===== src/rtl/assert_macros.svh =====
// assertion macros shared by the prefetcher modules
// each user module has clk and rst in scope
`ifndef ASSERT_MACROS_SVH
`define ASSERT_MACROS_SVH

// clocked check, off while reset is high
`define SSP_ASSERT(label, prop, msg) \
  label: assert property (@(posedge clk) disable iff (rst) prop) else $error(msg);

// condition that must never hold
`define SSP_ASSERT_NEVER(label, cond, msg) \
  `SSP_ASSERT(label, !(cond), msg)

`endif


===== src/rtl/ssp_pkg.sv =====
// shared types, widths and codes for the stream stride prefetcher
// no dependencies
package ssp_pkg;

  localparam int ADDR_W = 64;
  localparam int TIME_W = 64;
  localparam int DEG_W  = 5;

  localparam int STREAM_COUNT_DEF = 16;
  localparam int PAGE_BYTES_DEF   = 4096;
  localparam int MAX_DEGREE       = 16;
  localparam int QUEUE_DEPTH_DEF  = 2;

  // distances at or above this never count as a match
  localparam logic [ADDR_W-1:0] DIST_LIMIT = 64'h7fff_ffff_ffff_ffff;

  localparam int CFG_INDEX_W = 1;
  localparam logic [CFG_INDEX_W-1:0] REG_PREFETCH_DEGREE = 1'b0;
  localparam logic [CFG_INDEX_W-1:0] REG_PAGE_CLIP       = 1'b1;

  typedef struct packed {
    logic [ADDR_W-1:0] access_address;
    logic [TIME_W-1:0] access_time;
  } access_t;

  typedef struct packed {
    logic [ADDR_W-1:0] target_address;
    logic              last_of_run;
  } prefetch_t;

  typedef enum logic [1:0] {
    FRONT_IDLE,
    FRONT_SCAN,
    FRONT_DECIDE
  } front_state_t;

  typedef enum logic {
    BACK_IDLE,
    BACK_RUN
  } back_state_t;

endpackage


===== src/rtl/ssp_front.sv =====
// front end: accepts access words, scans the stream table, updates or allocates
// depends on ssp_pkg and assert_macros.svh
`include "assert_macros.svh"

module ssp_front
  import ssp_pkg::*;
#(
  parameter int STREAM_COUNT = STREAM_COUNT_DEF,
  parameter int PAGE_BYTES   = PAGE_BYTES_DEF,
  localparam int SW = $clog2(PAGE_BYTES)
) (
  input  logic              clk,
  input  logic              rst,
  input  logic              in_valid,
  output logic              in_ready,
  input  access_t           in_data,
  output logic              job_valid,
  input  logic              job_ready,
  output logic [ADDR_W-1:0] job_address,
  output logic [SW-1:0]     job_stride
);

  localparam int IW = (STREAM_COUNT > 1) ? $clog2(STREAM_COUNT) : 1;
  localparam int CW = $clog2(STREAM_COUNT + 1);

  front_state_t state, state_next;

  access_t           acc;
  logic [CW-1:0]     cnt;
  logic              cmp_vld;
  logic [IW-1:0]     cmp_idx;
  logic [ADDR_W-1:0] rd_address;
  logic [TIME_W-1:0] rd_recency;
  logic [ADDR_W-1:0] best;
  logic [IW-1:0]     best_idx;
  logic              have_free;
  logic [IW-1:0]     free_idx;
  logic [TIME_W-1:0] oldest;
  logic [IW-1:0]     victim_idx;
  logic [STREAM_COUNT-1:0] stream_valid;

  logic [ADDR_W-1:0] address_mem [STREAM_COUNT];
  logic [TIME_W-1:0] recency_mem [STREAM_COUNT];

  logic [ADDR_W-1:0] fwd_gap;
  logic              matched;
  logic              issue;
  logic              scan_done;
  logic              in_accept;
  logic              wr_en;
  logic [IW-1:0]     wr_idx;

  assign fwd_gap   = acc.access_address - rd_address;
  assign matched   = (best != '0) && (best < ADDR_W'(PAGE_BYTES));
  assign issue     = (state == FRONT_SCAN) && (cnt < CW'(STREAM_COUNT));
  assign scan_done = (state == FRONT_SCAN) && (cnt == CW'(STREAM_COUNT)) && !cmp_vld;
  assign in_accept = in_valid && in_ready;

  always_comb begin
    state_next = state;
    unique case (state)
      FRONT_IDLE:   if (in_valid) state_next = FRONT_SCAN;
      FRONT_SCAN:   if (scan_done) state_next = FRONT_DECIDE;
      FRONT_DECIDE: if (!matched || job_ready) state_next = FRONT_IDLE;
      default:      state_next = FRONT_IDLE;
    endcase
  end

  always_comb begin
    in_ready  = 1'b0;
    job_valid = 1'b0;
    wr_en     = 1'b0;
    unique case (state)
      FRONT_IDLE: in_ready = 1'b1;
      FRONT_SCAN: ;
      FRONT_DECIDE: begin
        job_valid = matched;
        wr_en     = !matched || job_ready;
      end
      default: ;
    endcase
  end

  // matched stream is updated in place, otherwise first free entry, else lru victim
  assign wr_idx      = matched ? best_idx : (have_free ? free_idx : victim_idx);
  assign job_address = acc.access_address;
  assign job_stride  = best[SW-1:0];

  always_ff @(posedge clk) begin
    if (rst) begin
      state        <= FRONT_IDLE;
      cmp_vld      <= 1'b0;
      stream_valid <= '0;
    end else begin
      state   <= state_next;
      cmp_vld <= issue;
      if (wr_en) stream_valid[wr_idx] <= 1'b1;
    end
  end

  always_ff @(posedge clk) begin
    if (in_accept) begin
      acc        <= in_data;
      cnt        <= '0;
      best       <= DIST_LIMIT;
      best_idx   <= '0;
      have_free  <= 1'b0;
      free_idx   <= '0;
      oldest     <= DIST_LIMIT;
      victim_idx <= '0;
    end
    if (issue) begin
      cnt     <= cnt + 1'b1;
      cmp_idx <= cnt[IW-1:0];
    end
    if (cmp_vld) begin
      if (stream_valid[cmp_idx] && (fwd_gap < best)) begin
        best     <= fwd_gap;
        best_idx <= cmp_idx;
      end
      if (!stream_valid[cmp_idx] && !have_free) begin
        have_free <= 1'b1;
        free_idx  <= cmp_idx;
      end
      if (rd_recency < oldest) begin
        oldest     <= rd_recency;
        victim_idx <= cmp_idx;
      end
    end
  end

  always_ff @(posedge clk) begin
    if (issue) begin
      rd_address <= address_mem[cnt[IW-1:0]];
      rd_recency <= recency_mem[cnt[IW-1:0]];
    end
    if (wr_en) begin
      address_mem[wr_idx] <= acc.access_address;
      recency_mem[wr_idx] <= acc.access_time;
    end
  end

  `SSP_ASSERT(a_accept_starts_scan, in_accept |=> state == FRONT_SCAN, "accept did not start a scan")
  `SSP_ASSERT(a_match_is_valid, (state == FRONT_DECIDE && matched) |-> stream_valid[best_idx], "matched entry not valid")

endmodule


===== src/rtl/ssp_queue.sv =====
// small fifo carrying stream jobs from the front end to the generator
// depends on ssp_pkg and assert_macros.svh
`include "assert_macros.svh"

module ssp_queue
  import ssp_pkg::*;
#(
  parameter int WIDTH = ADDR_W,
  parameter int DEPTH = QUEUE_DEPTH_DEF
) (
  input  logic             clk,
  input  logic             rst,
  input  logic             push_valid,
  output logic             push_ready,
  input  logic [WIDTH-1:0] push_data,
  output logic             pop_valid,
  input  logic             pop_ready,
  output logic [WIDTH-1:0] pop_data
);

  localparam int PW = (DEPTH > 1) ? $clog2(DEPTH) : 1;
  localparam int NW = $clog2(DEPTH + 1);

  logic [WIDTH-1:0] slots [DEPTH];
  logic [PW-1:0]    wr_ptr;
  logic [PW-1:0]    rd_ptr;
  logic [NW-1:0]    count;
  logic             push;
  logic             pop;

  assign push_ready = (count < NW'(DEPTH));
  assign pop_valid  = (count != '0);
  assign push       = push_valid && push_ready;
  assign pop        = pop_valid && pop_ready;
  assign pop_data   = slots[rd_ptr];

  always_ff @(posedge clk) begin
    if (rst) begin
      wr_ptr <= '0;
      rd_ptr <= '0;
      count  <= '0;
    end else begin
      if (push) wr_ptr <= (wr_ptr == PW'(DEPTH - 1)) ? '0 : wr_ptr + 1'b1;
      if (pop)  rd_ptr <= (rd_ptr == PW'(DEPTH - 1)) ? '0 : rd_ptr + 1'b1;
      if (push && !pop)      count <= count + 1'b1;
      else if (pop && !push) count <= count - 1'b1;
    end
  end

  always_ff @(posedge clk) begin
    if (push) slots[wr_ptr] <= push_data;
  end

  `SSP_ASSERT_NEVER(a_count_bound, count > NW'(DEPTH), "queue count beyond depth")

endmodule


===== src/rtl/ssp_back.sv =====
// generator: walks address + (k+1)*stride for one job and emits prefetch words
// depends on ssp_pkg and assert_macros.svh
`include "assert_macros.svh"

module ssp_back
  import ssp_pkg::*;
#(
  parameter int PAGE_BYTES = PAGE_BYTES_DEF,
  localparam int SW = $clog2(PAGE_BYTES)
) (
  input  logic              clk,
  input  logic              rst,
  input  logic              job_valid,
  output logic              job_ready,
  input  logic [ADDR_W-1:0] job_address,
  input  logic [SW-1:0]     job_stride,
  input  logic [DEG_W-1:0]  prefetch_degree,
  input  logic              page_clip,
  output logic              out_valid,
  input  logic              out_ready,
  output prefetch_t         out_data
);

  localparam int PGW = ADDR_W - SW;

  back_state_t state, state_next;

  logic [ADDR_W-1:0] cand;
  logic [PGW-1:0]    base_page;
  logic [SW-1:0]     stride;
  logic [DEG_W-1:0]  k;

  logic [DEG_W-1:0]  deg_eff;
  logic [ADDR_W-1:0] step;
  logic              cand_keep;
  logic              step_keep;
  logic              go;
  logic              emit;
  logic              last;
  logic              finish;

  assign deg_eff = (prefetch_degree > DEG_W'(MAX_DEGREE)) ? DEG_W'(MAX_DEGREE)
                                                          : prefetch_degree;
  assign step      = cand + ADDR_W'(stride);
  assign cand_keep = !page_clip || (cand[ADDR_W-1:SW] == base_page);
  assign step_keep = !page_clip || (step[ADDR_W-1:SW] == base_page);

  // kept addresses form a prefix of the run, so one lookahead finds the last
  assign go     = (state == BACK_RUN) && (deg_eff != '0) && cand_keep;
  assign emit   = go && (!out_valid || out_ready);
  assign last   = (k == deg_eff - 1'b1) || !step_keep;
  assign finish = (state == BACK_RUN) && (!go || (emit && last));

  always_comb begin
    state_next = state;
    unique case (state)
      BACK_IDLE: if (job_valid) state_next = BACK_RUN;
      BACK_RUN:  if (finish) state_next = BACK_IDLE;
      default:   state_next = BACK_IDLE;
    endcase
  end

  always_comb begin
    job_ready = 1'b0;
    unique case (state)
      BACK_IDLE: job_ready = 1'b1;
      BACK_RUN:  ;
      default:   ;
    endcase
  end

  always_ff @(posedge clk) begin
    if (rst) begin
      state     <= BACK_IDLE;
      out_valid <= 1'b0;
    end else begin
      state <= state_next;
      if (emit)           out_valid <= 1'b1;
      else if (out_ready) out_valid <= 1'b0;
    end
  end

  always_ff @(posedge clk) begin
    if (job_valid && job_ready) begin
      cand      <= job_address + ADDR_W'(job_stride);
      base_page <= job_address[ADDR_W-1:SW];
      stride    <= job_stride;
      k         <= '0;
    end
    if (emit) begin
      out_data.target_address <= cand;
      out_data.last_of_run    <= last;
      cand                    <= step;
      k                       <= k + 1'b1;
    end
  end

  `SSP_ASSERT(a_count_in_degree, emit |-> k < deg_eff, "emitted past prefetch degree")
  `SSP_ASSERT(a_run_open, (out_valid && !out_data.last_of_run) |-> state == BACK_RUN, "run closed before last word")

endmodule


===== src/rtl/stream_stride_prefetcher.sv =====
// stream stride prefetcher: one access word in, 0 to 16 prefetch words out
// the front end takes no new access until it is done with the last one; its table scan reads
// one entry per cycle through the table memory port; the generator emits one word a cycle while
// out_ready is high; an access passes the scan and decide states, the queue and the generator
// synchronous reset clears stream valid bits at once (no clearing pass), degree 1, page clip 1
module stream_stride_prefetcher
  import ssp_pkg::*;
#(
  parameter int STREAM_COUNT = STREAM_COUNT_DEF,
  parameter int PAGE_BYTES   = PAGE_BYTES_DEF
) (
  input  logic                   clk,
  input  logic                   rst,
  input  logic                   in_valid,
  output logic                   in_ready,
  input  access_t                in_data,
  output logic                   out_valid,
  input  logic                   out_ready,
  output prefetch_t              out_data,
  input  logic                   cfg_we,
  input  logic [CFG_INDEX_W-1:0] cfg_index,
  input  logic [DEG_W-1:0]       cfg_data
);

  localparam int SW = $clog2(PAGE_BYTES);

  logic [DEG_W-1:0]  prefetch_degree;
  logic              page_clip;

  logic              fj_valid;
  logic              fj_ready;
  logic [ADDR_W-1:0] fj_address;
  logic [SW-1:0]     fj_stride;
  logic              bj_valid;
  logic              bj_ready;
  logic [ADDR_W-1:0] bj_address;
  logic [SW-1:0]     bj_stride;

  always_ff @(posedge clk) begin
    if (rst) begin
      prefetch_degree <= DEG_W'(1);
      page_clip       <= 1'b1;
    end else if (cfg_we) begin
      unique case (cfg_index)
        REG_PREFETCH_DEGREE: prefetch_degree <= cfg_data;
        REG_PAGE_CLIP:       page_clip       <= cfg_data[0];
        default: ;
      endcase
    end
  end

  ssp_front #(
    .STREAM_COUNT (STREAM_COUNT),
    .PAGE_BYTES   (PAGE_BYTES)
  ) u_front (
    .clk         (clk),
    .rst         (rst),
    .in_valid    (in_valid),
    .in_ready    (in_ready),
    .in_data     (in_data),
    .job_valid   (fj_valid),
    .job_ready   (fj_ready),
    .job_address (fj_address),
    .job_stride  (fj_stride)
  );

  ssp_queue #(
    .WIDTH (ADDR_W + SW),
    .DEPTH (QUEUE_DEPTH_DEF)
  ) u_queue (
    .clk        (clk),
    .rst        (rst),
    .push_valid (fj_valid),
    .push_ready (fj_ready),
    .push_data  ({fj_address, fj_stride}),
    .pop_valid  (bj_valid),
    .pop_ready  (bj_ready),
    .pop_data   ({bj_address, bj_stride})
  );

  ssp_back #(
    .PAGE_BYTES (PAGE_BYTES)
  ) u_back (
    .clk             (clk),
    .rst             (rst),
    .job_valid       (bj_valid),
    .job_ready       (bj_ready),
    .job_address     (bj_address),
    .job_stride      (bj_stride),
    .prefetch_degree (prefetch_degree),
    .page_clip       (page_clip),
    .out_valid       (out_valid),
    .out_ready       (out_ready),
    .out_data        (out_data)
  );

endmodule

===== config.mk =====
export PLATFORM = sky130hd
export DESIGN_NAME = stream_stride_prefetcher
export DESIGN_NICKNAME = d
export VERILOG_FILES = /design/src/rtl/ssp_pkg.sv /design/src/rtl/ssp_front.sv /design/src/rtl/ssp_queue.sv /design/src/rtl/ssp_back.sv /design/src/rtl/stream_stride_prefetcher.sv
export VERILOG_INCLUDE_DIRS = /design/src /design/src/rtl
export SDC_FILE = /design/constraint.sdc
export NUM_CORES = 2
export LEC_CHECK = 0
export BUFFER_PORTS_ARGS = -buffer_cell sky130_fd_sc_hd__clkbuf_2
export CORE_ASPECT_RATIO = 1.5
export CORE_UTILIZATION = 55
export CTS_BUF_LIST = sky130_fd_sc_hd__clkbuf_4
export DETAILED_ROUTE_END_ITERATION = 12
export GPL_ROUTABILITY_DRIVEN = 0
export GPL_TIMING_DRIVEN = 0
export PLACE_DENSITY = 0.75
export SYNTH_ARGS = -nofsm -noshare
export SYNTH_HDL_FRONTEND = slang
export SYNTH_SLANG_ARGS = --single-unit

===== constraint.sdc =====
create_clock -name clk -period 28.7 [get_ports clk]
set_input_delay 4.305 -clock clk [delete_from_list [all_inputs] [get_ports clk]]
set_output_delay 4.305 -clock clk [all_outputs]
set_load 0.05 [all_outputs]

==> impl_metrics.toml <==
[synth]
synth_seq_cells = 2836
synth-seq-area-share = 0.721
synth_area_per_cell_um2 = 18.4
synth-async-reset-ratio = 0
synth_edf_count = 2663
synth_top_area_cell = "edfxtp_1"
syn_nets = 6641
synthFlopType = "edfxtp_1"
synth_top_area_frac = 0.692
yosys_warnings = 0
synth.top_cells.by_area = "edfxtp_1, mux4_2, dfxtp_1, ha_1, xnor2_1"
synthDistinctLibCells = 80
synth_area_um2 = 116000
synthCells = 6281

[clock_tree]
post_cts_buffers = 0
clock_sinks = 2836
htree_num_levels = 6
cts_tree = "done"
cts_buffers = 647
cts-root-buf = "clkbuf_4"
clkSlewWorstSetupHoldPaths_ns = 0.07
ctsResizeCount = 0
cts_hold_repair.buffers = 0
clk_latency_ns = 1.33
clockBufferDepth = 4

[route]
drc = 0
avgRoutedWirePerCell_um = 27.7
drt-total-wl_um = 292000
first_iter_violations = 7276
firstDrtPassIters = 7
vias = 64900
avgViaCountPerCell = 6.15
ant_nets = 0

[setup_path]
max_stage_delay_ns = 0.87
crit_type = "reg -> reg"
slowest_stage = "nor4_1"
critPathLaunchType = "flip-flop"
cp.required_ns = 29.83
crit_chain = "ha_1 > clkbuf_1 > nand4_1 > nor4_1 > o211ai_1 > a21oi_1 > nor2_1 > nor2_1 > nor2_1 > xnor2_1 > ha_1 > nand4_1 > nor2_1 > nand2_1 > a21oi_1 > a221o_1 > nor4_1 > o41a_1 > o21ai_1 > clkbuf_1 > clkbuf_1 > a31oi_1"
worstSetupEndpointType = "flip-flop"
regToRegStartpoint = "u_front.job_address[32]"
cpMostUsedCell = "nor2_1"
rrSetupSlack_ns = 20.43
r2r-end = "u_front.best[59]"
cp_data_arrival_time_ns = 9.40
cp_max_fo = 19
r2r_cells = 22

[global_routing]
antenna_found_initial = 6
grt_max_degree = 75
grt_usage = 0.277
grt_pass1_wl_um = 427000
grt_pass1_vias = 67400
overflow = 0

[sta]
maxSlewViolCount = 0
hold_violations = 0
period_minus_slack_ns = 8.27
fin_crit_sh = 0.288
clock_skew_ns = 0.112
fin_ws_ns = 20.43
setup_violations = 0
fmax_ghz = 0.121
rsz0062_at_grt = "no"
finalSetupTns_ns = 0
relSlewSlack = 0.00517
tightest_slew_ns = 1.49

[final_layout]
n_fill_cell = 14400
postLayoutCellArea_um2 = 131000
layout-drive-gt1-share = 0.275
area_delta_synth_final_pct = 13.4
final_nets = 7620

[run]
drv_cap = 1

[run_status]
status = "finished, violations left"
violations = "capacitance limit"

[placed_design]
port_buffers = 205
preCtsSetupSlack_ns = 20.75
post_dp_cell_area_um2 = 123000
dp_hpwl_um = 194000

[power_and_ir_drop]
power_density_nw_per_um2 = 72.2
peakVddDrop_mv = 0.0500
p_leak_nw = 45.2

[worst_hold_path]
worstHoldStart = "u_back.cand[43]"
hold_end = "u_back.out_data[44]"
min_path_type = "reg -> reg"
min_delay_path_depth = 0

[floorplanning]
die_w_um = 376
initial_core_util = 0.555
num_rows = 205
core_um2 = 209000
io_pins = 206
fp.dieH_um = 564
fp.dieArea_um2 = 212000
==> synth_stat cells, drive strengths merged (11+ instances only) <==
cell type and n:
o21a 15, mux4 645, and4 15, ha 218
mux2 58, inv 336, a21oi 176, a21o 86
nand4 81, and2 17, nor2b 25, a211oi 15
nand2b 25, nand3 84, a31oi 63, buf 64
clkbuf 201, dfxtp 173, mux2i 108, and3 20
xor2 120, or3 13, nand2 168, o211ai 24
o21ai 124, xnor2 157, or2 11, nor2 332
nor3 55, nor4 62, edfxtp 2663
==> metrics by stage <==
| stage | util | hold WS [ns] | cells | power, mW |
|---|---|---|---|---|
| finish | 0.629 | 0.418 | 10600 | 9.47 |
| global route | 0.629 | 0.456 | 10500 | 9.82 |
| CTS | 0.629 | 0.408 | 10500 | 9.49 |
| detailed placement | 0.589 | 0.429 | 9405 | 6.36 |
| global placement | 0.576 | 0.429 | 9280 | 6.32 |
| floorplan | - | 0.421 | 6281 | 5.88 |
==> sequential cells by signal (all words and copies together), names as in the netlist, 4 cells and up, named ones only <==
register              flops
prefetch_degree           5
u_back.base_page         52
u_back.cand              64
u_back.k                  5
u_back.out_data          65
u_back.stride            12
u_front.acc              64
u_front.address_mem    1024
u_front.best             64
u_front.best_idx          4
u_front.cmp_idx           4
u_front.cnt               5
u_front.free_idx          4
u_front.job_address      64
u_front.oldest           64
u_front.rd_address       64
u_front.rd_recency       64
u_front.recency_mem    1024
u_front.stream_valid     16
u_front.victim_idx        4
u_queue.slots           152
==> critical path, delay by kind of cell, from the launching register on <==
kind,cells,cell delay (ns)
flip-flops,1,0.67
buffers and inverters,3,1.48
AO/OA/AOI/OAI,7,2.67
AND/OR/NAND/NOR,9,2.20
adder cells (fa/ha/maj),2,0.66
XOR/XNOR,1,0.40
==> layer usage <==
metal	up-vias	track usage	part of all wire	wire length, µm
met2	3759	0.484	0.52	152000
met4	4	0.139	0.051	14900
met3	859	0.0464	0.081	23700
li1	27500	-	-	-
met5	-	0	0.000092	27
met1	32800	0.332	0.35	102000
==> report_power, final <==
| part | internal, mW | switching (mW) | total, mW |
|---|---|---|---|
| Clock | 1.62 | 1.53 | 3.16 |
| Combinational | 0.542 | 0.881 | 1.42 |
| Sequential | 4.73 | 0.163 | 4.89 |
==> worst max path at each step <==
stage	start	to	slack, ns	depth (start not counted)
finish	u_front.job_address[32]	u_front.best[59]	20.43	22
global route	u_front.job_address[32]	u_front.best[59]	20.08	22
CTS	u_front.job_address[32]	u_front.best[59]	20.73	22
detailed placement	u_front.job_address[0]	u_front.best[59]	20.75	24
global placement	u_front.best[13]	u_front.recency_mem[13][33]	12.19	8
floorplan	u_front.best[13]	u_queue.slots[0][0]	19.72	5
==> cell families (layout without fill, tap and decap cells) <==
kind of cell | count (synthesis) | after routing | share of synthesized area
AO/OA/AOI/OAI | 602 | 602 | 0.0335
XOR/XNOR | 277 | 277 | 0.0210
AND/OR/NAND/NOR | 933 | 933 | 0.0395
other | 0 | 8 | 0
buffers and inverters | 601 | 2070 | 0.0198
multiplexers | 811 | 811 | 0.141
flip-flops | 2836 | 2836 | 0.721
adder cells (fa/ha/maj) | 221 | 221 | 0.0241
==> cell usage in the layout (no fill, tap or decap), drive strengths merged, types with 81 or more instances in the layout <==
master  netlist  routed
a21oi       176     176
edfxtp     2663    2663
mux4        645     645
nand3        84      84
o21ai       124     124
clkbuf      201    1358
inv         336     351
nor2        332     332
dfxtp       173     173
nand4        81      81
ha          218     218
xnor2       157     157
xor2        120     120
a21o         86      86
buf          64     189
nand2       168     168
clkinv        0     158
mux2i       108     108
==> layout make-up <==
class	count	area [µm²]	area share
Clock buffer	952	7150	0.0545
Inverter	336	1270	0.00969
Buffer	265	1040	0.00793
Clock inverter	187	1060	0.00812
Timing Repair Buffer	330	3610	0.0275
Tap cell	2794	3500	0.0267
Antenna cell	8	20.0	0.000153
Sequential cell	2836	83400	0.636
Multi-Input combinational cell	2844	30100	0.229
(Power assumes the default switching activity.)
